## config.mk

```make
export PLATFORM = sky130hd
export DESIGN_NAME = breakpoint_table_toggle_find_flat
export DESIGN_NICKNAME = d
export VERILOG_FILES = /design/src/hdl/bttf_pkg.sv /design/src/hdl/bttf_chan_if.sv /design/src/hdl/bttf_store.sv /design/src/hdl/bttf_ctrl.sv /design/src/hdl/breakpoint_table_toggle_find.sv /design/src/flat_wrapper.sv
export SDC_FILE = /design/constraint.sdc
export NUM_CORES = 1
export LEC_CHECK = 0
export BUFFER_PORTS_ARGS = -buffer_cell sky130_fd_sc_hd__buf_2
export CORE_AREA = 2 2 195 197
export CTS_CLUSTER_SIZE = 10
export DETAILED_ROUTE_END_ITERATION = 8
export DIE_AREA = 0 0 197 199
export GPL_TIMING_DRIVEN = 1
export PLACE_DENSITY = 0.42
export SLEW_MARGIN = 10
export SYNTH_ARGS = -nofsm -noshare
export SYNTH_HDL_FRONTEND = slang
export SYNTH_SLANG_ARGS = --single-unit
```

## constraint.sdc

```tcl
create_clock -name clk -period 4.15 [get_ports clk]
set_input_delay 0.6225 -clock clk [delete_from_list [all_inputs] [get_ports clk]]
set_output_delay 0.6225 -clock clk [all_outputs]
set_load 0.005 [all_outputs]
```

## src/hdl/bttf_pkg.sv

```systemverilog
// types, codes and constants of the breakpoint table
package bttf_pkg;

    localparam int ENTRIES_DEF = 64;
    localparam int ADDR_W      = 16;
    localparam int FLAG_W      = 8;
    localparam int SLOT_W      = 6;
    localparam int STATUS_W    = 3;
    localparam int CFG_IDX_W   = 2;

    typedef enum logic [1:0] {
        OP_WRITE  = 2'd0,
        OP_TOGGLE = 2'd1,
        OP_FIND   = 2'd2
    } op_t;

    typedef enum logic [1:0] {
        KIND_NONE   = 2'd0,
        KIND_OPCODE = 2'd1,
        KIND_DATA   = 2'd2
    } kind_t;

    typedef enum logic [2:0] {
        ST_WRITTEN  = 3'd0,
        ST_REMOVED  = 3'd1,
        ST_ADDED    = 3'd2,
        ST_FOUND    = 3'd3,
        ST_NOTFOUND = 3'd4,
        ST_ERROR    = 3'd5
    } status_t;

    typedef enum logic [CFG_IDX_W-1:0] {
        CFG_EXEC  = 2'd0,
        CFG_LOAD  = 2'd1,
        CFG_STORE = 2'd2,
        CFG_TYPE  = 2'd3
    } cfg_idx_t;

    typedef struct packed {
        logic [1:0]        operation;
        logic [SLOT_W-1:0] slot_index;
        logic [ADDR_W-1:0] address_in;
        logic [FLAG_W-1:0] mask_in;
        logic [1:0]        symbol_kind;
    } cmd_t;

    typedef struct packed {
        logic [STATUS_W-1:0] status;
        logic [SLOT_W-1:0]   entry_index;
        logic [ADDR_W-1:0]   entry_address;
        logic [FLAG_W-1:0]   entry_flags;
    } rsp_t;

    typedef struct packed {
        logic [CFG_IDX_W-1:0] reg_index;
        logic [FLAG_W-1:0]    wr_data;
    } cfg_t;

    typedef struct packed {
        logic [ADDR_W-1:0] address;
        logic [FLAG_W-1:0] flags;
    } entry_t;

endpackage

```

## src/hdl/bttf_chan_if.sv

```systemverilog
// valid/ready channel carrying one payload beat
interface bttf_chan_if #(parameter type payload_t = logic);
    logic     valid;
    logic     ready;
    payload_t data;

    modport source (output valid, output data, input ready);
    modport sink (input valid, input data, output ready);
endinterface

```

## src/hdl/bttf_store.sv

```systemverilog
// breakpoint entry memory with per-entry valid bits and registered read
module bttf_store #(
    parameter int ENTRIES = bttf_pkg::ENTRIES_DEF
) (
    input  logic                       clk,
    input  logic                       rst_n,
    input  logic                       wr_en,
    input  logic [$clog2(ENTRIES)-1:0] wr_idx,
    input  bttf_pkg::entry_t           wr_entry,
    input  logic                       rd_en,
    input  logic [$clog2(ENTRIES)-1:0] rd_idx,
    output bttf_pkg::entry_t           rd_entry
);
    import bttf_pkg::*;

    entry_t             entry_ram [ENTRIES];
    entry_t             rd_data_reg;
    logic [ENTRIES-1:0] valid_reg;
    logic               rd_valid_reg;

    // memory array, one write and one read port
    always_ff @(posedge clk)
    begin
        if (wr_en)
        begin
            entry_ram[wr_idx] <= wr_entry;
        end
        if (rd_en)
        begin
            rd_data_reg <= entry_ram[rd_idx];
        end
    end

    // written marks, an unwritten entry reads as empty
    always_ff @(posedge clk or negedge rst_n)
    begin
        if (!rst_n)
        begin
            valid_reg    <= '0;
            rd_valid_reg <= 1'b0;
        end
        else
        begin
            if (wr_en)
            begin
                valid_reg[wr_idx] <= 1'b1;
            end
            if (rd_en)
            begin
                rd_valid_reg <= valid_reg[rd_idx];
            end
        end
    end

    assign rd_entry = rd_valid_reg ? rd_data_reg : '0;

endmodule

```

## src/hdl/bttf_ctrl.sv

```systemverilog
// sequencer: forward match scan, backward shrink scan, config and result beat
module bttf_ctrl #(
    parameter int ENTRIES = bttf_pkg::ENTRIES_DEF
) (
    input  logic                       clk,
    input  logic                       rst_n,
    input  logic                       cmd_valid,
    output logic                       cmd_ready,
    input  bttf_pkg::cmd_t             cmd_data,
    input  logic                       cfg_valid,
    output logic                       cfg_ready,
    input  bttf_pkg::cfg_t             cfg_data,
    output logic                       rsp_valid,
    input  logic                       rsp_ready,
    output bttf_pkg::rsp_t             rsp_data,
    output logic                       mem_wr_en,
    output logic [$clog2(ENTRIES)-1:0] mem_wr_idx,
    output bttf_pkg::entry_t           mem_wr_entry,
    output logic                       mem_rd_en,
    output logic [$clog2(ENTRIES)-1:0] mem_rd_idx,
    input  bttf_pkg::entry_t           mem_rd_entry
);
    import bttf_pkg::*;

    localparam int IDX_W = $clog2(ENTRIES);
    localparam int CNT_W = $clog2(ENTRIES + 1);

    typedef enum logic [1:0] {
        S_IDLE,
        S_SCAN,
        S_SHRINK,
        S_RESP
    } state_t;

    state_t              state_reg, state_next;
    logic [CNT_W-1:0]    cnt_reg, cnt_next;
    logic [FLAG_W-1:0]   exec_reg, exec_next;
    logic [FLAG_W-1:0]   load_reg, load_next;
    logic [FLAG_W-1:0]   store_reg, store_next;
    logic [FLAG_W-1:0]   type_bits_reg, type_bits_next;
    logic [1:0]          op_reg, op_next;
    logic [ADDR_W-1:0]   addr_reg, addr_next;
    logic [FLAG_W-1:0]   mask_reg, mask_next;
    logic [FLAG_W-1:0]   type_reg, type_next;
    logic [1:0]          kind_reg, kind_next;
    logic [CNT_W-1:0]    ptr_reg, ptr_next;
    logic [CNT_W-1:0]    keep_reg, keep_next;
    logic                pend_reg, pend_next;
    logic [IDX_W-1:0]    cmp_idx_reg, cmp_idx_next;
    status_t             res_status_reg, res_status_next;
    logic [SLOT_W-1:0]   res_idx_reg, res_idx_next;
    entry_t              res_entry_reg, res_entry_next;
    logic                out_valid_reg, out_valid_next;
    rsp_t                out_reg, out_next;

    logic                hit;
    logic                stop;
    logic [CNT_W-1:0]    keep_eff;
    logic [CNT_W-1:0]    target;
    logic [FLAG_W-1:0]   add_flags;

    assign cmd_ready = (state_reg == S_IDLE);
    assign cfg_ready = 1'b1;
    assign rsp_valid = out_valid_reg;
    assign rsp_data  = out_reg;

    // match of the entry read in the previous cycle
    assign hit = pend_reg && (mem_rd_entry.flags != '0)
                 && (mem_rd_entry.address == addr_reg)
                 && ((mem_rd_entry.flags & type_bits_reg) == type_reg);

    // slot and flags for an added entry
    assign target = (cnt_reg == '0) ? CNT_W'(1) : cnt_reg;

    always_comb
    begin
        unique case (kind_reg)
            KIND_NONE:   add_flags = mask_reg | exec_reg | load_reg | store_reg;
            KIND_OPCODE: add_flags = mask_reg | exec_reg;
            default:     add_flags = mask_reg | load_reg | store_reg;
        endcase
    end

    // next state and datapath
    always_comb
    begin
        state_next      = state_reg;
        cnt_next        = cnt_reg;
        exec_next       = exec_reg;
        load_next       = load_reg;
        store_next      = store_reg;
        type_bits_next  = type_bits_reg;
        op_next         = op_reg;
        addr_next       = addr_reg;
        mask_next       = mask_reg;
        type_next       = type_reg;
        kind_next       = kind_reg;
        ptr_next        = ptr_reg;
        keep_next       = keep_reg;
        pend_next       = pend_reg;
        cmp_idx_next    = cmp_idx_reg;
        res_status_next = res_status_reg;
        res_idx_next    = res_idx_reg;
        res_entry_next  = res_entry_reg;
        out_valid_next  = out_valid_reg;
        out_next        = out_reg;
        mem_wr_en       = 1'b0;
        mem_wr_idx      = '0;
        mem_wr_entry    = '0;
        mem_rd_en       = 1'b0;
        mem_rd_idx      = '0;
        stop            = 1'b0;
        keep_eff        = keep_reg;

        // configuration beat
        if (cfg_valid)
        begin
            unique case (cfg_data.reg_index)
                CFG_EXEC:  exec_next      = cfg_data.wr_data;
                CFG_LOAD:  load_next      = cfg_data.wr_data;
                CFG_STORE: store_next     = cfg_data.wr_data;
                CFG_TYPE:  type_bits_next = cfg_data.wr_data;
                default:   exec_next      = exec_reg;
            endcase
        end

        // result beat taken downstream
        if (out_valid_reg && rsp_ready)
        begin
            out_valid_next = 1'b0;
        end

        unique case (state_reg)
            S_IDLE:
            begin
                if (cmd_valid)
                begin
                    op_next   = cmd_data.operation;
                    addr_next = cmd_data.address_in;
                    mask_next = cmd_data.mask_in;
                    type_next = cmd_data.mask_in & type_bits_reg;
                    kind_next = cmd_data.symbol_kind;
                    ptr_next  = '0;
                    pend_next = 1'b0;
                    unique case (cmd_data.operation)
                        OP_WRITE:
                        begin
                            if (int'(cmd_data.slot_index) >= ENTRIES)
                            begin
                                res_status_next = ST_ERROR;
                                res_idx_next    = '0;
                                res_entry_next  = '0;
                                state_next      = S_RESP;
                            end
                            else
                            begin
                                mem_wr_en              = 1'b1;
                                mem_wr_idx             = IDX_W'(cmd_data.slot_index);
                                mem_wr_entry.address   = cmd_data.address_in;
                                mem_wr_entry.flags     = cmd_data.mask_in;
                                res_status_next        = ST_WRITTEN;
                                res_idx_next           = cmd_data.slot_index;
                                res_entry_next.address = cmd_data.address_in;
                                res_entry_next.flags   = cmd_data.mask_in;
                                if (cmd_data.mask_in == '0)
                                begin
                                    keep_next  = cnt_reg;
                                    ptr_next   = cnt_reg;
                                    state_next = S_SHRINK;
                                end
                                else
                                begin
                                    if (int'(cmd_data.slot_index) >= int'(cnt_reg))
                                    begin
                                        cnt_next = CNT_W'(cmd_data.slot_index) + CNT_W'(1);
                                    end
                                    state_next = S_RESP;
                                end
                            end
                        end
                        OP_TOGGLE, OP_FIND:
                        begin
                            state_next = S_SCAN;
                        end
                        default:
                        begin
                            res_status_next = ST_ERROR;
                            res_idx_next    = '0;
                            res_entry_next  = '0;
                            state_next      = S_RESP;
                        end
                    endcase
                end
            end

            S_SCAN:
            begin
                if (hit)
                begin
                    res_idx_next = SLOT_W'(cmp_idx_reg);
                    if (op_reg == OP_FIND)
                    begin
                        res_status_next = ST_FOUND;
                        res_entry_next  = mem_rd_entry;
                        state_next      = S_RESP;
                    end
                    else
                    begin
                        // remove the hit, then pull the count back
                        mem_wr_en       = 1'b1;
                        mem_wr_idx      = cmp_idx_reg;
                        res_status_next = ST_REMOVED;
                        res_entry_next  = '0;
                        keep_next       = cnt_reg;
                        ptr_next        = cnt_reg;
                        pend_next       = 1'b0;
                        state_next      = S_SHRINK;
                    end
                end
                else if (ptr_reg < cnt_reg)
                begin
                    // issue the next read, compare it next cycle
                    mem_rd_en    = 1'b1;
                    mem_rd_idx   = IDX_W'(ptr_reg);
                    cmp_idx_next = IDX_W'(ptr_reg);
                    pend_next    = 1'b1;
                    ptr_next     = ptr_reg + CNT_W'(1);
                end
                else if (op_reg == OP_FIND)
                begin
                    res_status_next = ST_NOTFOUND;
                    res_idx_next    = '0;
                    res_entry_next  = '0;
                    state_next      = S_RESP;
                end
                else if (int'(target) >= ENTRIES)
                begin
                    res_status_next = ST_ERROR;
                    res_idx_next    = '0;
                    res_entry_next  = '0;
                    state_next      = S_RESP;
                end
                else
                begin
                    // no match: add at the count, or at slot 1 while the count is zero
                    mem_wr_en              = 1'b1;
                    mem_wr_idx             = IDX_W'(target);
                    mem_wr_entry.address   = addr_reg;
                    mem_wr_entry.flags     = add_flags;
                    res_status_next        = ST_ADDED;
                    res_idx_next           = SLOT_W'(target);
                    res_entry_next.address = addr_reg;
                    res_entry_next.flags   = add_flags;
                    if (add_flags == '0)
                    begin
                        keep_next  = cnt_reg;
                        ptr_next   = cnt_reg;
                        pend_next  = 1'b0;
                        state_next = S_SHRINK;
                    end
                    else
                    begin
                        cnt_next   = target + CNT_W'(1);
                        state_next = S_RESP;
                    end
                end
            end

            S_SHRINK:
            begin
                // check the entry read last cycle, walking down
                if (pend_reg)
                begin
                    if (mem_rd_entry.flags != '0)
                    begin
                        stop = 1'b1;
                    end
                    else
                    begin
                        keep_eff = keep_reg - CNT_W'(1);
                    end
                end
                if (!stop && (ptr_reg != '0))
                begin
                    mem_rd_en  = 1'b1;
                    mem_rd_idx = IDX_W'(ptr_reg - CNT_W'(1));
                    ptr_next   = ptr_reg - CNT_W'(1);
                    pend_next  = 1'b1;
                    keep_next  = keep_eff;
                end
                else
                begin
                    cnt_next   = keep_eff;
                    pend_next  = 1'b0;
                    state_next = S_RESP;
                end
            end

            S_RESP:
            begin
                if (!out_valid_reg || rsp_ready)
                begin
                    out_valid_next         = 1'b1;
                    out_next.status        = res_status_reg;
                    out_next.entry_index   = res_idx_reg;
                    out_next.entry_address = res_entry_reg.address;
                    out_next.entry_flags   = res_entry_reg.flags;
                    state_next             = S_IDLE;
                end
            end

            default:
            begin
                state_next = S_IDLE;
            end
        endcase
    end

    // state, count, config and result registers
    always_ff @(posedge clk or negedge rst_n)
    begin
        if (!rst_n)
        begin
            state_reg      <= S_IDLE;
            cnt_reg        <= '0;
            exec_reg       <= FLAG_W'(1);
            load_reg       <= FLAG_W'(2);
            store_reg      <= FLAG_W'(4);
            type_bits_reg  <= FLAG_W'(128);
            op_reg         <= '0;
            addr_reg       <= '0;
            mask_reg       <= '0;
            type_reg       <= '0;
            kind_reg       <= '0;
            ptr_reg        <= '0;
            keep_reg       <= '0;
            pend_reg       <= 1'b0;
            cmp_idx_reg    <= '0;
            res_status_reg <= ST_WRITTEN;
            res_idx_reg    <= '0;
            res_entry_reg  <= '0;
            out_valid_reg  <= 1'b0;
            out_reg        <= '0;
        end
        else
        begin
            state_reg      <= state_next;
            cnt_reg        <= cnt_next;
            exec_reg       <= exec_next;
            load_reg       <= load_next;
            store_reg      <= store_next;
            type_bits_reg  <= type_bits_next;
            op_reg         <= op_next;
            addr_reg       <= addr_next;
            mask_reg       <= mask_next;
            type_reg       <= type_next;
            kind_reg       <= kind_next;
            ptr_reg        <= ptr_next;
            keep_reg       <= keep_next;
            pend_reg       <= pend_next;
            cmp_idx_reg    <= cmp_idx_next;
            res_status_reg <= res_status_next;
            res_idx_reg    <= res_idx_next;
            res_entry_reg  <= res_entry_next;
            out_valid_reg  <= out_valid_next;
            out_reg        <= out_next;
        end
    end

endmodule

```

## src/hdl/breakpoint_table_toggle_find.sv

```systemverilog
// Breakpoint table with write, toggle and find commands.
// cmd (sink): one beat per command: operation, slot_index, address_in,
//   mask_in, symbol_kind. cmd.ready is high only while no command is in work.
// rsp (source): one beat per command: status, entry_index, entry_address,
//   entry_flags. A finished beat sits in an output register, so the next
//   command is taken while rsp is stalled; the sequencer waits before
//   delivering a second result until that register has been taken.
// cfg (sink): always ready; reg_index 0..3 selects exec, load, store and
//   type mask bits; write it only while no command is in work.
// Work per accepted command:
//   write, non-empty mask:  no scan
//   write, empty mask:      backward shrink scan
//   find:                   forward scan
//   toggle:                 forward scan, then shrink after a removal or an empty add
// Both scans read one entry per cycle through the single read port of the
// entry memory.
// Reset: config returns to 1/2/4/128, the used count to zero and every entry
//   reads empty at once through per-entry valid bits; no clearing pass.
module breakpoint_table_toggle_find #(
    parameter int ENTRIES = bttf_pkg::ENTRIES_DEF
) (
    input logic        clk,
    input logic        rst_n,
    bttf_chan_if.sink   cmd,
    bttf_chan_if.source rsp,
    bttf_chan_if.sink   cfg
);
    import bttf_pkg::*;

    localparam int IDX_W = $clog2(ENTRIES);

    logic             mem_wr_en;
    logic [IDX_W-1:0] mem_wr_idx;
    entry_t           mem_wr_entry;
    logic             mem_rd_en;
    logic [IDX_W-1:0] mem_rd_idx;
    entry_t           mem_rd_entry;
    cmd_t             cmd_data;
    cfg_t             cfg_data;
    rsp_t             rsp_data;

    assign cmd_data = cmd.data;
    assign cfg_data = cfg.data;
    assign rsp.data = rsp_data;

    // command sequencer
    bttf_ctrl #(
        .ENTRIES (ENTRIES)
    ) u_ctrl (
        .clk          (clk),
        .rst_n        (rst_n),
        .cmd_valid    (cmd.valid),
        .cmd_ready    (cmd.ready),
        .cmd_data     (cmd_data),
        .cfg_valid    (cfg.valid),
        .cfg_ready    (cfg.ready),
        .cfg_data     (cfg_data),
        .rsp_valid    (rsp.valid),
        .rsp_ready    (rsp.ready),
        .rsp_data     (rsp_data),
        .mem_wr_en    (mem_wr_en),
        .mem_wr_idx   (mem_wr_idx),
        .mem_wr_entry (mem_wr_entry),
        .mem_rd_en    (mem_rd_en),
        .mem_rd_idx   (mem_rd_idx),
        .mem_rd_entry (mem_rd_entry)
    );

    // entry memory
    bttf_store #(
        .ENTRIES (ENTRIES)
    ) u_store (
        .clk      (clk),
        .rst_n    (rst_n),
        .wr_en    (mem_wr_en),
        .wr_idx   (mem_wr_idx),
        .wr_entry (mem_wr_entry),
        .rd_en    (mem_rd_en),
        .rd_idx   (mem_rd_idx),
        .rd_entry (mem_rd_entry)
    );

endmodule

```

## src/flat_wrapper.sv

```systemverilog
// flat-port wrapper written by rule: the top's interface ports become plain ports
module breakpoint_table_toggle_find_flat import bttf_pkg::*;
#(
    parameter int ENTRIES = bttf_pkg::ENTRIES_DEF
)
  (clk, rst_n, cmd_valid, cmd_data, cmd_ready, rsp_valid, rsp_data, rsp_ready, cfg_valid, cfg_data, cfg_ready);
  bttf_chan_if cmd_i ();
  bttf_chan_if rsp_i ();
  bttf_chan_if cfg_i ();
  input logic clk;
  input logic rst_n;
  input wire logic [$bits(cmd_i.valid)-1:0] cmd_valid;
  input wire logic [$bits(cmd_i.data)-1:0] cmd_data;
  output wire logic [$bits(cmd_i.ready)-1:0] cmd_ready;
  output wire logic [$bits(rsp_i.valid)-1:0] rsp_valid;
  output wire logic [$bits(rsp_i.data)-1:0] rsp_data;
  input wire logic [$bits(rsp_i.ready)-1:0] rsp_ready;
  input wire logic [$bits(cfg_i.valid)-1:0] cfg_valid;
  input wire logic [$bits(cfg_i.data)-1:0] cfg_data;
  output wire logic [$bits(cfg_i.ready)-1:0] cfg_ready;
  assign cmd_i.valid = cmd_valid;
  assign cmd_i.data = cmd_data;
  assign cmd_ready = cmd_i.ready;
  assign rsp_valid = rsp_i.valid;
  assign rsp_data = rsp_i.data;
  assign rsp_i.ready = rsp_ready;
  assign cfg_i.valid = cfg_valid;
  assign cfg_i.data = cfg_data;
  assign cfg_ready = cfg_i.ready;
  breakpoint_table_toggle_find #(.ENTRIES(ENTRIES)) u_core (.clk(clk), .rst_n(rst_n), .cmd(cmd_i), .rsp(rsp_i), .cfg(cfg_i));
endmodule
```

==> report_table.html, run 1 <==
<table>
<tr><th>Metric</th><th>Value</th></tr>
<tr><th colspan="2">Global routing</th></tr>
<tr><td>Number of global-route vias before repair</td><td>7751</td></tr>
<tr><td>Grt total ovfl</td><td>0</td></tr>
<tr><td>Initial antenna violation count</td><td>0</td></tr>
<tr><td>Pin count of the biggest net entering global routing</td><td>65</td></tr>
<tr><td>Global-route wire length before repair</td><td>~51000 µm</td></tr>
<tr><td>Overall fraction of global-route tracks in use</td><td>17.3%</td></tr>
<tr><th colspan="2">Clock network</th></tr>
<tr><td>Post-cts resize count</td><td>0</td></tr>
<tr><td>Clock tree from TritonCTS</td><td>yes</td></tr>
<tr><td>Sinks on the clock net</td><td>230</td></tr>
<tr><td>Post-CTS Repair Setup Buffers</td><td>0</td></tr>
<tr><td>Clock insertion delay at the later pin of the skew report</td><td>560 ps</td></tr>
<tr><td>CTS Hold Bufs</td><td>0</td></tr>
<tr><td>Cts bufs inserted</td><td>28</td></tr>
<tr><td>Clock Tree Buf Depth</td><td>3</td></tr>
<tr><td>Clock-pin transition on the worst setup and hold timing paths</td><td>around 60 ps</td></tr>
<tr><td>Htree depth</td><td>1</td></tr>
<tr><td>Clk root buf</td><td>clkbuf_16</td></tr>
<tr><th colspan="2">Detailed routing</th></tr>
<tr><td>Number of vias after detailed routing</td><td>between 7000 and 8000</td></tr>
<tr><td>Detailed Route WL</td><td>roughly 33000 µm</td></tr>
<tr><td>Number of nets with antenna violations after routing</td><td>0</td></tr>
<tr><td>First-pass detailed-route iteration total</td><td>5</td></tr>
<tr><td>DRC marker count from the first detailed-route iteration</td><td>about 530</td></tr>
<tr><td>Detailed-route wire length per cell</td><td>approximately 22 µm</td></tr>
<tr><td>Mean number of vias per cell</td><td>around 5.1</td></tr>
<tr><td>Final routed DRC violation total</td><td>0</td></tr>
<tr><th colspan="2">Critical path</th></tr>
<tr><td>Worst r2r src</td><td>u_core.u_ctrl.ptr_reg[0]</td></tr>
<tr><td>Max FO, Critical Path</td><td>14</td></tr>
<tr><td>Crit path launch type</td><td>register</td></tr>
<tr><td>Launching instance or port of the critical path</td><td>u_core.u_ctrl.ptr_reg[0]</td></tr>
<tr><td>Crit. End Element</td><td>register</td></tr>
<tr><td>Critical path's largest stage delay</td><td>roughly 640 ps</td></tr>
<tr><td>WS Path Type</td><td>reg -&gt; reg</td></tr>
<tr><td>Ordered list of cells on the worst path</td><td>inv_1 &gt; ha_1 &gt; nor3b_2 &gt; a211o_1 &gt; nor2_2 &gt; a31oi_4 &gt; buf_4 &gt; mux2i_1 &gt; a221oi_1 &gt; a31oi_1 &gt; a32oi_1 &gt; a22o_1</td></tr>
<tr><td>Critical path data arrival time</td><td>about 4200 ps</td></tr>
<tr><td>Slowest stage cell, crit path</td><td>a31oi_4</td></tr>
<tr><td>CP required</td><td>~4500 ps</td></tr>
<tr><th colspan="2">Floorplan</th></tr>
<tr><td>Num ports</td><td>11</td></tr>
<tr><td>Floorplan die width</td><td>roughly 200 µm</td></tr>
<tr><td>Core ar.</td><td>0.0371 mm²</td></tr>
<tr><td>Die span in y</td><td>around 200 µm</td></tr>
<tr><td>Die area</td><td>between 0.03 and 0.04 mm²</td></tr>
<tr><td>Cell Rows</td><td>71</td></tr>
<tr><td>Initial standard-cell utilization of the core</td><td>between 20 and 30%</td></tr>
<tr><th colspan="2">Logic synthesis</th></tr>
<tr><td>Post-synthesis average cell area</td><td>11.2 µm²</td></tr>
<tr><td>Post-synth ARST share</td><td>43.5%</td></tr>
<tr><td>EDFF count, synth</td><td>130</td></tr>
<tr><td>Ys flop type</td><td>edfxtp_1</td></tr>
<tr><td>Sequential area share after synthesis</td><td>between 50% and 60%</td></tr>
<tr><td>YS warnings</td><td>0</td></tr>
<tr><td>Post-synth design cell area</td><td>0.0110 mm²</td></tr>
<tr><td>Number of library cell types mapped by synthesis</td><td>74</td></tr>
<tr><td>Number of standard cells after synthesis</td><td>981</td></tr>
<tr><td>Number of synthesized register bits</td><td>230</td></tr>
<tr><td>Synthesized netlist net count</td><td>~1000</td></tr>
<tr><th colspan="2">Final layout</th></tr>
<tr><td>Antenna diodes</td><td>0</td></tr>
<tr><td>Layout Cell Area excl Fill</td><td>0.0126 mm²</td></tr>
<tr><td>Net count, final</td><td>between 1000 and 1500</td></tr>
<tr><td>Area grow syn2layout</td><td>15.1%</td></tr>
<tr><td>Largest register FFs</td><td>between 100 and 150</td></tr>
<tr><td>Ratio of cells with drive above 1 in the final layout</td><td>roughly a fifth</td></tr>
<tr><th colspan="2">Timing</th></tr>
<tr><td>Headroom to the max-slew limit</td><td>40.2%</td></tr>
<tr><td>Shortest period the worst path allows</td><td>roughly 3900 ps</td></tr>
<tr><td>Final setup TNS</td><td>0 ps</td></tr>
<tr><td>Period utilisation layout</td><td>a little over nine tenths</td></tr>
<tr><td>Total of endpoints with negative setup slack in the final report</td><td>0</td></tr>
<tr><td>Slew @ Worst Pin</td><td>between 800 and 900 ps</td></tr>
<tr><td>Setup repair after global routing missed its margin</td><td>false</td></tr>
<tr><td>Clock tree skew after final layout</td><td>14.7 ps</td></tr>
<tr><td>Final hold viol count</td><td>0</td></tr>
<tr><td>Smallest setup slack after layout</td><td>~220 ps</td></tr>
<tr><td>Fmax achieved</td><td>255 MHz</td></tr>
<tr><td>Final Slew Violations</td><td>0</td></tr>
<tr><th colspan="2">Place</th></tr>
<tr><td>DP Wirelength</td><td>approximately 22000 µm</td></tr>
<tr><td>Global placement routability congestion</td><td>a little over 0.8</td></tr>
<tr><td>Pre-CTS setup slack</td><td>around 180 ps</td></tr>
<tr><td>Cell area after placement</td><td>about 0.012 mm²</td></tr>
<tr><td>Quantity of I/O buffers inserted on ports</td><td>9</td></tr>
<tr><th colspan="2">Worst hold path</th></tr>
<tr><td>Class of the tightest hold or removal check</td><td>in -&gt; async</td></tr>
<tr><th colspan="2">Pwr</th></tr>
<tr><td>IR Drop Worst-Case VDD</td><td>roughly 320 µV</td></tr>
<tr><td>LEAKAGE</td><td>5.11 nW</td></tr>
<tr><td>Power per unit of standard cell area</td><td>736 mW/mm²</td></tr>
<tr><th colspan="2">Job</th></tr>
<tr><td>Maximum Capacitance Violations</td><td>0</td></tr>
<tr><th colspan="2">Run status</th></tr>
<tr><td>Outcome</td><td>complete, no violations</td></tr>
</table>
==> cells by family after synthesis <==
group,synth area share [%]
AO/OA/AOI/OAI,12.7
AND/OR/NAND/NOR,16.6
flip-flops,58.5
multiplexers,6.44
adder cells (fa/ha/maj),1.60
XOR/XNOR,0.799
other,0.0342
buffers and inverters,3.40
==> cell usage in the layout, fill, tap and decap left out, types with 8 or more instances in the layout <==
cell | netlist | routed
a31oi_1 | 10 | 10
clkbuf_16 | 0 | 28
nor2_1 | 96 | 95
clkbuf_1 | 24 | 18
nor3_1 | 16 | 15
ha_1 | 14 | 14
or2_2 | 65 | 65
edfxtp_1 | 130 | 130
o21ai_0 | 39 | 39
buf_4 | 10 | 49
a32oi_1 | 11 | 11
mux2_2 | 18 | 18
buf_2 | 15 | 8
a22oi_1 | 10 | 10
a221oi_1 | 13 | 13
inv_1 | 17 | 17
o22ai_1 | 9 | 9
dfrtp_1 | 99 | 99
nand2_1 | 132 | 132
mux2i_1 | 48 | 48
nand3_1 | 25 | 25
a21oi_1 | 47 | 47
==> metal layers <==
layer	GRT usage [%]	up-vias	routed length [µm]
li1	-	3631	-
met1	25.4	3848	16300
met2	27.1	167	14700
met3	2.24	46	1390
met4	3.98	0	687
met5	0	-	0
==> per-stage QoR <==
| step | instances | total power [mW] | hold WS (ps) | utilization (%) |
|---|---|---|---|---|
| 2_1_floorplan | 981 | 5.57 | 327 | - |
| 6_report | 1508 | 9.28 | 192 | 34.0 |
| 4_1_cts | 1508 | 9.36 | 223 | 34.0 |
| 5_1_grt | 1508 | 9.86 | 260 | 34.0 |
| 3_3_place_gp | 1456 | 6.97 | 440 | 31.6 |
| 3_5_place_dp | 1456 | 6.95 | 444 | 31.6 |
==> Yosys cell counts (4+ instances only) <==
cell type | n | area share, %
nor4_1 | 4 | 0.23
inv_1 | 17 | 0.58
buf_6 | 4 | 0.41
nand3_1 | 25 | 1.1
a32oi_1 | 11 | 0.88
dfrtp_1 | 99 | 23
a211oi_1 | 7 | 0.48
buf_4 | 10 | 0.68
mux2i_1 | 48 | 4.4
o21ai_1 | 4 | 0.18
a31oi_1 | 10 | 0.57
ha_1 | 14 | 1.6
nand4_1 | 7 | 0.40
clkbuf_1 | 24 | 0.82
mux2_2 | 18 | 1.8
a22oi_1 | 10 | 0.68
nand2_1 | 132 | 4.5
o22ai_1 | 9 | 0.51
o21ai_0 | 39 | 1.8
a21oi_1 | 47 | 2.1
a221o_1 | 5 | 0.46
and2_1 | 6 | 0.34
buf_1 | 4 | 0.14
xor2_1 | 4 | 0.32
buf_2 | 15 | 0.68
nand2b_1 | 7 | 0.40
or2_2 | 65 | 3.7
a221oi_1 | 13 | 1.0
nor3_1 | 16 | 0.73
nor2_1 | 96 | 3.3
xnor2_1 | 6 | 0.48
edfxtp_1 | 130 | 36
and3_1 | 6 | 0.34
==> worst max-delay path, delay by kind of cell (launching register included) <==
family / cells / cell delay (ps)
DFF: 1 / 380
adders and majority gates: 1 / 240
muxes: 1 / 230
and+or+nand+nor: 2 / 420
AOI/OAI and AO/OA: 6 / 1920
buffers and inverters: 2 / 480
==> final timing paths <==
check / to / slack [ps] / cells past startpoint
max: u_core.u_store.rd_data_reg[1] / 220 / 12
max in group asynchronous: u_core.u_store.valid_reg[28] / 3030 / 2
min: u_core.u_ctrl.rsp_data[0] / 190 / 1
min in group clk: u_core.u_ctrl.kind_reg[0] / 300 / 2
min reg2reg: u_core.u_store.valid_reg[49] / 460 / 1
max reg2reg: u_core.u_store.rd_data_reg[1] / 220 / 12
==> cell type report <==
type,instances,area [µm²]
Multi-Input combinational cell,675,4210
Clock inverter,4,95.1
Tap cell,474,593
Fill cell,3785,24500
Sequential cell,230,6410
Inverter,18,67.6
Timing Repair Buffer,59,448
Clock buffer,48,796
==> report_power, final <==
group	total, mW	leakage [nW]	internal [mW]	switching [mW]
Clock	2.38	0.424	1.42	0.953
Sequential	2.81	2.46	2.62	0.185
Combinational	4.10	2.22	1.48	2.62
Total	9.28	5.11	5.52	3.76
Note: power is estimated with default switching activity, not from simulation.
==> run 2, diff against run 1 <==
--- a/config.mk
+++ b/config.mk
@@ -5,11 +5,11 @@
 export SDC_FILE = /design/constraint.sdc
 export NUM_CORES = 1
 export LEC_CHECK = 0
-export BUFFER_PORTS_ARGS = -buffer_cell sky130_fd_sc_hd__buf_2
 export CORE_AREA = 2 2 195 197
 export CTS_CLUSTER_SIZE = 10
 export DETAILED_ROUTE_END_ITERATION = 8
 export DIE_AREA = 0 0 197 199
+export DONT_BUFFER_PORTS = 1
 export GPL_TIMING_DRIVEN = 1
 export PLACE_DENSITY = 0.42
 export SLEW_MARGIN = 10
==> run 2 against run 1 <==
Net effect:
- utilization decreased by 0.051 points
- routed wire length grew 0.83%
- largest power group unchanged
- critical path depth did not move
- worst hold slack worse by 210 ps
- sequential power is essentially flat
- global-route usage grew 0.19 points
- the flow now finishes with violations (negative hold slack)
- worst setup slack improved by 85 ps
- non-clock buffer count decreased by 5
- maximum frequency increased by 2.2%
==> report_table.html, run 2 (same netlist as run 1, synthesis figures left out) <==
<table>
<tr><th>Metric</th><th>Value</th></tr>
<tr><th colspan="2">Run status</th></tr>
<tr><td>Outcome</td><td>complete, but fails checks</td></tr>
<tr><td>Violations in the final reports</td><td>negative hold slack</td></tr>
<tr><th colspan="2">Floorplan</th></tr>
<tr><td>Core ar.</td><td>approximately 0.037 mm²</td></tr>
<tr><td>Die span in y</td><td>roughly 200 µm</td></tr>
<tr><td>Floorplan die width</td><td>197 µm</td></tr>
<tr><td>Cell Rows</td><td>between 70 and 80</td></tr>
<tr><td>Die area</td><td>0.0392 mm²</td></tr>
<tr><td>Initial standard-cell utilization of the core</td><td>29.5%</td></tr>
<tr><td>Num ports</td><td>11</td></tr>
<tr><th colspan="2">Detailed routing</th></tr>
<tr><td>Detailed Route WL</td><td>~33000 µm</td></tr>
<tr><td>Detailed-route wire length per cell</td><td>roughly 22 µm</td></tr>
<tr><td>First-pass detailed-route iteration total</td><td>5</td></tr>
<tr><td>Final routed DRC violation total</td><td>0</td></tr>
<tr><td>DRC marker count from the first detailed-route iteration</td><td>around 680</td></tr>
<tr><td>Number of nets with antenna violations after routing</td><td>0</td></tr>
<tr><td>Number of vias after detailed routing</td><td>approximately 7700</td></tr>
<tr><td>Mean number of vias per cell</td><td>5.14</td></tr>
<tr><th colspan="2">Critical path</th></tr>
<tr><td>Slowest stage cell, crit path</td><td>a31oi_4</td></tr>
<tr><td>Ordered list of cells on the worst path</td><td>inv_1 &gt; ha_1 &gt; nor3b_2 &gt; a211o_1 &gt; nor2_2 &gt; a31oi_4 &gt; buf_4 &gt; mux2i_1 &gt; a221oi_1 &gt; o221ai_1 &gt; nor4bb_1 &gt; a221o_1</td></tr>
<tr><td>WS Path Type</td><td>reg -&gt; reg</td></tr>
<tr><td>Crit. End Element</td><td>register</td></tr>
<tr><td>Endpoint of the worst-slack reg-to-reg timing path</td><td>u_core.u_store.rd_valid_reg</td></tr>
<tr><td>Crit path launch type</td><td>register</td></tr>
<tr><td>Count of buffering cells on the critical path with inverters included</td><td>2</td></tr>
<tr><td>Worst r2r src</td><td>u_core.u_ctrl.ptr_reg[1]</td></tr>
<tr><td>Crit-path leading delay family</td><td>compound AO/OA/AOI/OAI gates</td></tr>
<tr><td>Worst setup slack for register-to-register paths</td><td>slightly above 300 ps</td></tr>
<tr><td>Max FO, Critical Path</td><td>15</td></tr>
<tr><td>Critical path's largest stage delay</td><td>approximately 730 ps</td></tr>
<tr><td>CP required</td><td>between 4000 and 5000 ps</td></tr>
<tr><td>Critical path data arrival time</td><td>4350 ps</td></tr>
<tr><td>Reg2Reg Depth</td><td>12</td></tr>
<tr><th colspan="2">Clock network</th></tr>
<tr><td>Clk root buf</td><td>clkbuf_16</td></tr>
<tr><td>Cts bufs inserted</td><td>29</td></tr>
<tr><td>Clock tree from TritonCTS</td><td>yes</td></tr>
<tr><td>Htree depth</td><td>1</td></tr>
<tr><td>Post-CTS Repair Setup Buffers</td><td>0</td></tr>
<tr><td>Clock Tree Buf Depth</td><td>3</td></tr>
<tr><td>Clock insertion delay at the later pin of the skew report</td><td>580 ps</td></tr>
<tr><td>Sinks on the clock net</td><td>230</td></tr>
<tr><td>Clock-pin transition on the worst setup and hold timing paths</td><td>roughly 60 ps</td></tr>
<tr><th colspan="2">Timing</th></tr>
<tr><td>Setup repair after global routing missed its margin</td><td>false</td></tr>
<tr><td>Final hold viol count</td><td>15</td></tr>
<tr><td>Headroom to the max-slew limit</td><td>slightly below 40%</td></tr>
<tr><td>Total of endpoints with negative setup slack in the final report</td><td>0</td></tr>
<tr><td>Slew @ Worst Pin</td><td>919 ps</td></tr>
<tr><td>Final Slew Violations</td><td>0</td></tr>
<tr><td>Fmax achieved</td><td>around 260 MHz</td></tr>
<tr><td>Shortest period the worst path allows</td><td>~3800 ps</td></tr>
<tr><td>Final setup TNS</td><td>0 ps</td></tr>
<tr><td>Clock tree skew after final layout</td><td>roughly 15 ps</td></tr>
<tr><td>Minimum hold slack</td><td>-16.0 ps</td></tr>
<tr><td>Period utilisation layout</td><td>between 90 and 100%</td></tr>
<tr><th colspan="2">Global routing</th></tr>
<tr><td>Grt total ovfl</td><td>0</td></tr>
<tr><td>Overall fraction of global-route tracks in use</td><td>between 10% and 20%</td></tr>
<tr><td>Number of global-route vias before repair</td><td>around 7700</td></tr>
<tr><td>Global-route wire length before repair</td><td>roughly 50000 µm</td></tr>
<tr><td>Initial antenna violation count</td><td>0</td></tr>
<tr><td>Pin count of the biggest net entering global routing</td><td>approximately 100</td></tr>
<tr><th colspan="2">Pwr</th></tr>
<tr><td>Power, Total</td><td>around 9.3 mW</td></tr>
<tr><td>LEAKAGE</td><td>between 5 and 6 nW</td></tr>
<tr><td>IR Drop Worst-Case VDD</td><td>~380 µV</td></tr>
<tr><td>Power per unit of standard cell area</td><td>about 740 mW/mm²</td></tr>
<tr><th colspan="2">Final layout</th></tr>
<tr><td>Antenna diodes</td><td>0</td></tr>
<tr><td>Ratio of cells with drive above 1 in the final layout</td><td>19.0%</td></tr>
<tr><td>Net count, final</td><td>about 1000</td></tr>
<tr><td>Fill count</td><td>about 3800</td></tr>
<tr><td>Total area of multi-input combinational cells</td><td>approximately 0.0042 mm²</td></tr>
<tr><td>Area grow syn2layout</td><td>14.9%</td></tr>
<tr><td>Most frequent cells in the layout</td><td>132 x nand2_1, 130 x edfxtp_1, 99 x dfrtp_1, 95 x nor2_1, 65 x or2_2</td></tr>
<tr><td>Most common cell after layout, fill and taps aside</td><td>nand2_1</td></tr>
<tr><td>Largest register FFs</td><td>roughly 130</td></tr>
<tr><td>Sequential Area</td><td>roughly 0.0064 mm²</td></tr>
<tr><th colspan="2">Place</th></tr>
<tr><td>Quantity of I/O buffers inserted on ports</td><td>0</td></tr>
<tr><td>Global placement routability congestion</td><td>roughly 0.85</td></tr>
<tr><td>DP Wirelength</td><td>22100 µm</td></tr>
<tr><th colspan="2">Job</th></tr>
<tr><td>Maximum Capacitance Violations</td><td>0</td></tr>
<tr><th colspan="2">Worst hold path</th></tr>
<tr><td>Class of the tightest hold or removal check</td><td>in -&gt; async</td></tr>
</table>
-- run 2: worst max-delay path by stage --
stage	endpoint	slack, ps	startpoint	depth (start not counted)
floorplan	u_core.u_store.entry_ram[0][0]	560	u_core.u_ctrl.cnt_reg[1]	8
global placement	u_core.u_store.rd_valid_reg	370	u_core.u_ctrl.ptr_reg[1]	12
detailed placement	u_core.u_store.rd_valid_reg	340	u_core.u_ctrl.ptr_reg[1]	12
CTS	u_core.u_store.rd_valid_reg	310	u_core.u_ctrl.ptr_reg[1]	12
global route	u_core.u_store.rd_valid_reg	130	u_core.u_ctrl.ptr_reg[1]	12
finish	u_core.u_store.rd_valid_reg	310	u_core.u_ctrl.ptr_reg[1]	12
-- run 2: through the flow --
step	hold WS [ps]	worst slack, ps	area, µm²	instances	utilization [%]
5_1_grt	27.3	129	12600	1503	33.9
6_report	-16.0	307	12600	1503	33.9
3_5_place_dp	337	338	11700	1450	31.5
2_1_floorplan	327	555	11000	981	-
3_3_place_gp	336	373	11700	1450	31.5
4_1_cts	8.09	315	12600	1503	33.9
-- run 2: worst register-to-register path: stages (launching register included) --
cell and delay [ps]:
dfrtp_1 490, inv_1 150, ha_1 200, nor3b_2 300
a211o_1 270, nor2_2 90, a31oi_4 730, buf_4 330
mux2i_1 120, a221oi_1 250, o221ai_1 180, nor4bb_1 460
a221o_1 210
-- run 2: what timing repair did --
item                                   CTS  global route
endpoints found under the hold margin  100             0
resized for setup                        0             0
hold buffers                             1             0
-- run 2: layout make-up --
type / instances / share of cell area [%]
sequential: 230 / 50.9
multi-input combinational: 675 / 33.4
clock buffer: 47 / 6.54
tap: 474 / 4.71
timing repair buffer: 54 / 3.58
inverter: 18 / 0.536
clock inverter: 5 / 0.368
-- run 2: metal layers --
layer	GRT usage (%)	share of wire (%)	vias up
li1	-	-	3634
met1	26.0	49	3877
met2	26.7	44	174
met3	2.05	4.3	43
met4	5.12	2.2	0
met5	0	0	-
-- run 2: power by group --
group / switching, mW / internal (mW)
registers: 0.206 / 2.62
logic: 2.62 / 1.51
clock network: 0.999 / 1.35
==> run 3, diff against run 2 <==
--- a/config.mk
+++ b/config.mk
@@ -6,12 +6,13 @@
 export NUM_CORES = 1
 export LEC_CHECK = 0
 export CORE_AREA = 2 2 195 197
+export CTS_BUF_LIST = sky130_fd_sc_hd__clkbuf_16
 export CTS_CLUSTER_SIZE = 10
 export DETAILED_ROUTE_END_ITERATION = 8
 export DIE_AREA = 0 0 197 199
 export DONT_BUFFER_PORTS = 1
 export GPL_TIMING_DRIVEN = 1
-export PLACE_DENSITY = 0.42
+export PLACE_DENSITY = 0.4
 export SLEW_MARGIN = 10
 export SYNTH_ARGS = -nofsm -noshare
 export SYNTH_HDL_FRONTEND = slang
==> constraint.sdc (replaced) <==
create_clock -name clk -period 3.9 [get_ports clk]
set_input_delay 0.585 -clock clk [delete_from_list [all_inputs] [get_ports clk]]
set_output_delay 0.585 -clock clk [all_outputs]
set_load 0.005 [all_outputs]
==> run 3 against run 2 <==
Net effect:
- the run now ends clean
- highest routed layer unchanged
- power grew 7.9%
- largest power group unchanged
- worst setup slack got worse by 120 ps
- maximum frequency grew 3.5%
- non-clock buffer count rose by 14
- register-to-register slack got worse by 120 ps
- critical path type unchanged
- largest cell class unchanged
==> report_table.html, run 3 (same netlist as run 1, synthesis figures left out) <==
<table>
<tr><th>Metric</th><th>Value</th></tr>
<tr><th colspan="2">Detailed routing</th></tr>
<tr><td>Number of nets with antenna violations after routing</td><td>0</td></tr>
<tr><td>First-pass detailed-route iteration total</td><td>5</td></tr>
<tr><td>Detailed Route WL</td><td>34100 µm</td></tr>
<tr><td>DRC marker count from the first detailed-route iteration</td><td>~550</td></tr>
<tr><td>Mean number of vias per cell</td><td>approximately 5.1</td></tr>
<tr><td>Number of vias after detailed routing</td><td>around 7700</td></tr>
<tr><td>Detailed-route wire length per cell</td><td>approximately 22 µm</td></tr>
<tr><td>Final routed DRC violation total</td><td>0</td></tr>
<tr><th colspan="2">Timing</th></tr>
<tr><td>Total of endpoints with negative setup slack in the final report</td><td>0</td></tr>
<tr><td>Slew @ Worst Pin</td><td>705 ps</td></tr>
<tr><td>Setup repair after global routing missed its margin</td><td>false</td></tr>
<tr><td>Final hold viol count</td><td>0</td></tr>
<tr><td>Fmax achieved</td><td>269 MHz</td></tr>
<tr><td>Smallest setup slack after layout</td><td>roughly 190 ps</td></tr>
<tr><td>Headroom to the max-slew limit</td><td>52.5%</td></tr>
<tr><td>Clock tree skew after final layout</td><td>around 24 ps</td></tr>
<tr><td>Period utilisation layout</td><td>around 95%</td></tr>
<tr><td>Shortest period the worst path allows</td><td>about 3700 ps</td></tr>
<tr><td>Final Slew Violations</td><td>0</td></tr>
<tr><td>Final setup TNS</td><td>0 ps</td></tr>
<tr><th colspan="2">Pwr</th></tr>
<tr><td>Cell-internal power</td><td>between 5 and 6 mW</td></tr>
<tr><td>Fraction of power spent switching nets</td><td>around two fifths</td></tr>
<tr><td>Comb power frac</td><td>45.8%</td></tr>
<tr><td>Part of the total power dissipated in sequential elements</td><td>~30%</td></tr>
<tr><td>Switch Pwr</td><td>roughly 4.2 mW</td></tr>
<tr><td>IR Drop Worst-Case VDD</td><td>about 390 µV</td></tr>
<tr><td>Power per unit of standard cell area</td><td>about 790 mW/mm²</td></tr>
<tr><td>LEAKAGE</td><td>about 5.2 nW</td></tr>
<tr><td>Relative contribution of the clock network to total power</td><td>24.5%</td></tr>
<tr><td>Power, Total</td><td>roughly 10 mW</td></tr>
<tr><th colspan="2">Global routing</th></tr>
<tr><td>Grt total ovfl</td><td>0</td></tr>
<tr><td>Initial antenna violation count</td><td>0</td></tr>
<tr><td>Number of global-route vias before repair</td><td>around 7900</td></tr>
<tr><td>Overall fraction of global-route tracks in use</td><td>between 10% and 20%</td></tr>
<tr><td>Global-route wire length before repair</td><td>~52000 µm</td></tr>
<tr><td>Pin count of the biggest net entering global routing</td><td>101</td></tr>
<tr><th colspan="2">Final layout</th></tr>
<tr><td>Most frequent cells in the layout</td><td>132 x nand2_1, 130 x edfxtp_1, 99 x dfrtp_1, 95 x nor2_1, 65 x or2_2</td></tr>
<tr><td>Layout Cell Area excl Fill</td><td>0.0127 mm²</td></tr>
<tr><td>Antenna diodes</td><td>0</td></tr>
<tr><td>Fill count</td><td>approximately 3700</td></tr>
<tr><td>Ratio of cells with drive above 1 in the final layout</td><td>around a fifth</td></tr>
<tr><td>Area grow syn2layout</td><td>16.2%</td></tr>
<tr><td>Post-layout instance count excluding filler cells</td><td>between 1500 and 2000</td></tr>
<tr><td>Most common cell after layout, fill and taps aside</td><td>nand2_1</td></tr>
<tr><td>Net count, final</td><td>approximately 1000</td></tr>
<tr><td>Largest register FFs</td><td>about 130</td></tr>
<tr><th colspan="2">Floorplan</th></tr>
<tr><td>Cell Rows</td><td>roughly 70</td></tr>
<tr><td>Initial standard-cell utilization of the core</td><td>approximately 30%</td></tr>
<tr><td>Num ports</td><td>11</td></tr>
<tr><td>Die span in y</td><td>~200 µm</td></tr>
<tr><td>Floorplan die width</td><td>a little under 200 µm</td></tr>
<tr><td>Core ar.</td><td>around 0.037 mm²</td></tr>
<tr><td>Die area</td><td>0.0392 mm²</td></tr>
<tr><th colspan="2">Clock network</th></tr>
<tr><td>Clock tree from TritonCTS</td><td>yes</td></tr>
<tr><td>Clock Tree Buf Depth</td><td>3</td></tr>
<tr><td>Clock insertion delay at the later pin of the skew report</td><td>580 ps</td></tr>
<tr><td>Cts bufs inserted</td><td>29</td></tr>
<tr><td>Clk root buf</td><td>clkbuf_16</td></tr>
<tr><td>Sinks on the clock net</td><td>230</td></tr>
<tr><td>Htree depth</td><td>1</td></tr>
<tr><td>Post-cts resize count</td><td>0</td></tr>
<tr><td>Clock-pin transition on the worst setup and hold timing paths</td><td>roughly 60 ps</td></tr>
<tr><th colspan="2">Place</th></tr>
<tr><td>Cell area after placement</td><td>0.0118 mm²</td></tr>
<tr><td>Global placement routability congestion</td><td>between 0.8 and 0.9</td></tr>
<tr><td>Pre-CTS setup slack</td><td>around 210 ps</td></tr>
<tr><td>DP Wirelength</td><td>around 23000 µm</td></tr>
<tr><td>Quantity of I/O buffers inserted on ports</td><td>0</td></tr>
<tr><td>DP Cell Count</td><td>1462</td></tr>
<tr><th colspan="2">Critical path</th></tr>
<tr><td>Crit. End Element</td><td>register</td></tr>
<tr><td>Critical path data arrival time</td><td>~4200 ps</td></tr>
<tr><td>Max FO, Critical Path</td><td>9</td></tr>
<tr><td>Most repeated library cell on the critical path</td><td>a21oi_1</td></tr>
<tr><td>WS Path Type</td><td>reg -&gt; reg</td></tr>
<tr><td>Ordered list of cells on the worst path</td><td>inv_1 &gt; ha_1 &gt; nor3b_2 &gt; a21oi_1 &gt; and3_1 &gt; a41o_1 &gt; buf_4 &gt; a21oi_1 &gt; a32oi_1 &gt; nor4_1 &gt; nor4bb_1 &gt; a221o_1</td></tr>
<tr><td>CP required</td><td>between 4000 and 5000 ps</td></tr>
<tr><td>Crit path launch type</td><td>register</td></tr>
<tr><td>Critical path's largest stage delay</td><td>about 580 ps</td></tr>
<tr><td>Slowest stage cell, crit path</td><td>nor4bb_1</td></tr>
<tr><th colspan="2">Job</th></tr>
<tr><td>Maximum Capacitance Violations</td><td>0</td></tr>
<tr><th colspan="2">Run status</th></tr>
<tr><td>Outcome</td><td>complete, no violations</td></tr>
<tr><th colspan="2">Worst hold path</th></tr>
<tr><td>Class of the tightest hold or removal check</td><td>in -&gt; reg</td></tr>
</table>
-- run 3: cell count changes in the layout (fill, tap and decap cells not counted) --
cell,before,now
clkbuf_8,3,0
inv_1,17,30
dlygate4sd3_1,0,1
buf_4,51,61
bufinv_16,0,1
clkinvlp_4,1,0
inv_6,1,0
clkbuf_1,15,0
clkinv_1,0,8
buf_12,2,5
-- run 3: power by group through the flow --
stage               Combinational (mW)  Sequential, mW  Clock (mW)
floorplan                         2.96            2.97           0
global placement                  4.53            3.04           0
detailed placement                4.51            3.03           0
CTS                               4.56            2.99        2.52
global route                      5.00            3.02        2.62
finish                            4.60            2.99        2.46
-- run 3: through the flow --
stage	util, %	hold slack [ps]
after floorplan	-	289
after detailed placement	31.8	299
after global placement	31.8	299
final	34.3	161
after global routing	34.3	155
after CTS	34.2	142
-- run 3: worst paths after layout --
| path | startpoint | endpoint | slack, ps | depth (start not counted) |
|---|---|---|---|---|
| min reg2reg | u_core.u_store.valid_reg[51] | u_core.u_store.valid_reg[51] | 460 | 1 |
| max | u_core.u_ctrl.ptr_reg[1] | u_core.u_store.rd_valid_reg | 190 | 12 |
| max in group asynchronous | rst_n | u_core.u_store.valid_reg[42] | 2780 | 2 |
| min | cmd_data | u_core.u_ctrl.kind_reg[0] | 160 | 1 |
| min in group asynchronous | rst_n | u_core.u_ctrl.keep_reg[5] | 630 | 2 |
| max reg2reg | u_core.u_ctrl.ptr_reg[1] | u_core.u_store.rd_valid_reg | 190 | 12 |
-- run 3: cell type report --
type | instances | area (µm²) | area share [%]
well taps | 474 | 593 | 4.66
clock buffers | 29 | 726 | 5.70
inverters | 18 | 67.6 | 0.531
flip-flops and latches | 230 | 6410 | 50.3
multi-input cells | 675 | 4210 | 33.0
clock inverters | 25 | 139 | 1.09
repair buffers | 68 | 596 | 4.68
-- run 3: metal layers --
metal	vias to the layer above	wire length [µm]	track usage, %
met4	0	689	4.79
met1	3868	17100	26.5
li1	3646	-	-
met3	38	1260	2.32
met2	138	15100	27.6
met5	-	0	0
-- run 3: timing repair --
item | 4_1_cts | 5_1_grt
setup endpoints to repair | 0 | 2
hold buffers | 2 | 0
hold endpoints to repair | 100 | 0
setup buffers | 0 | 1
-- run 3: critical path, delay by kind of cell (launching register included) --
kind | cells | cell delay (ps)
fa+ha+maj | 1 | 230
compound gates | 5 | 1350
buf+inv | 2 | 340
flops | 1 | 520
simple gates | 4 | 1180
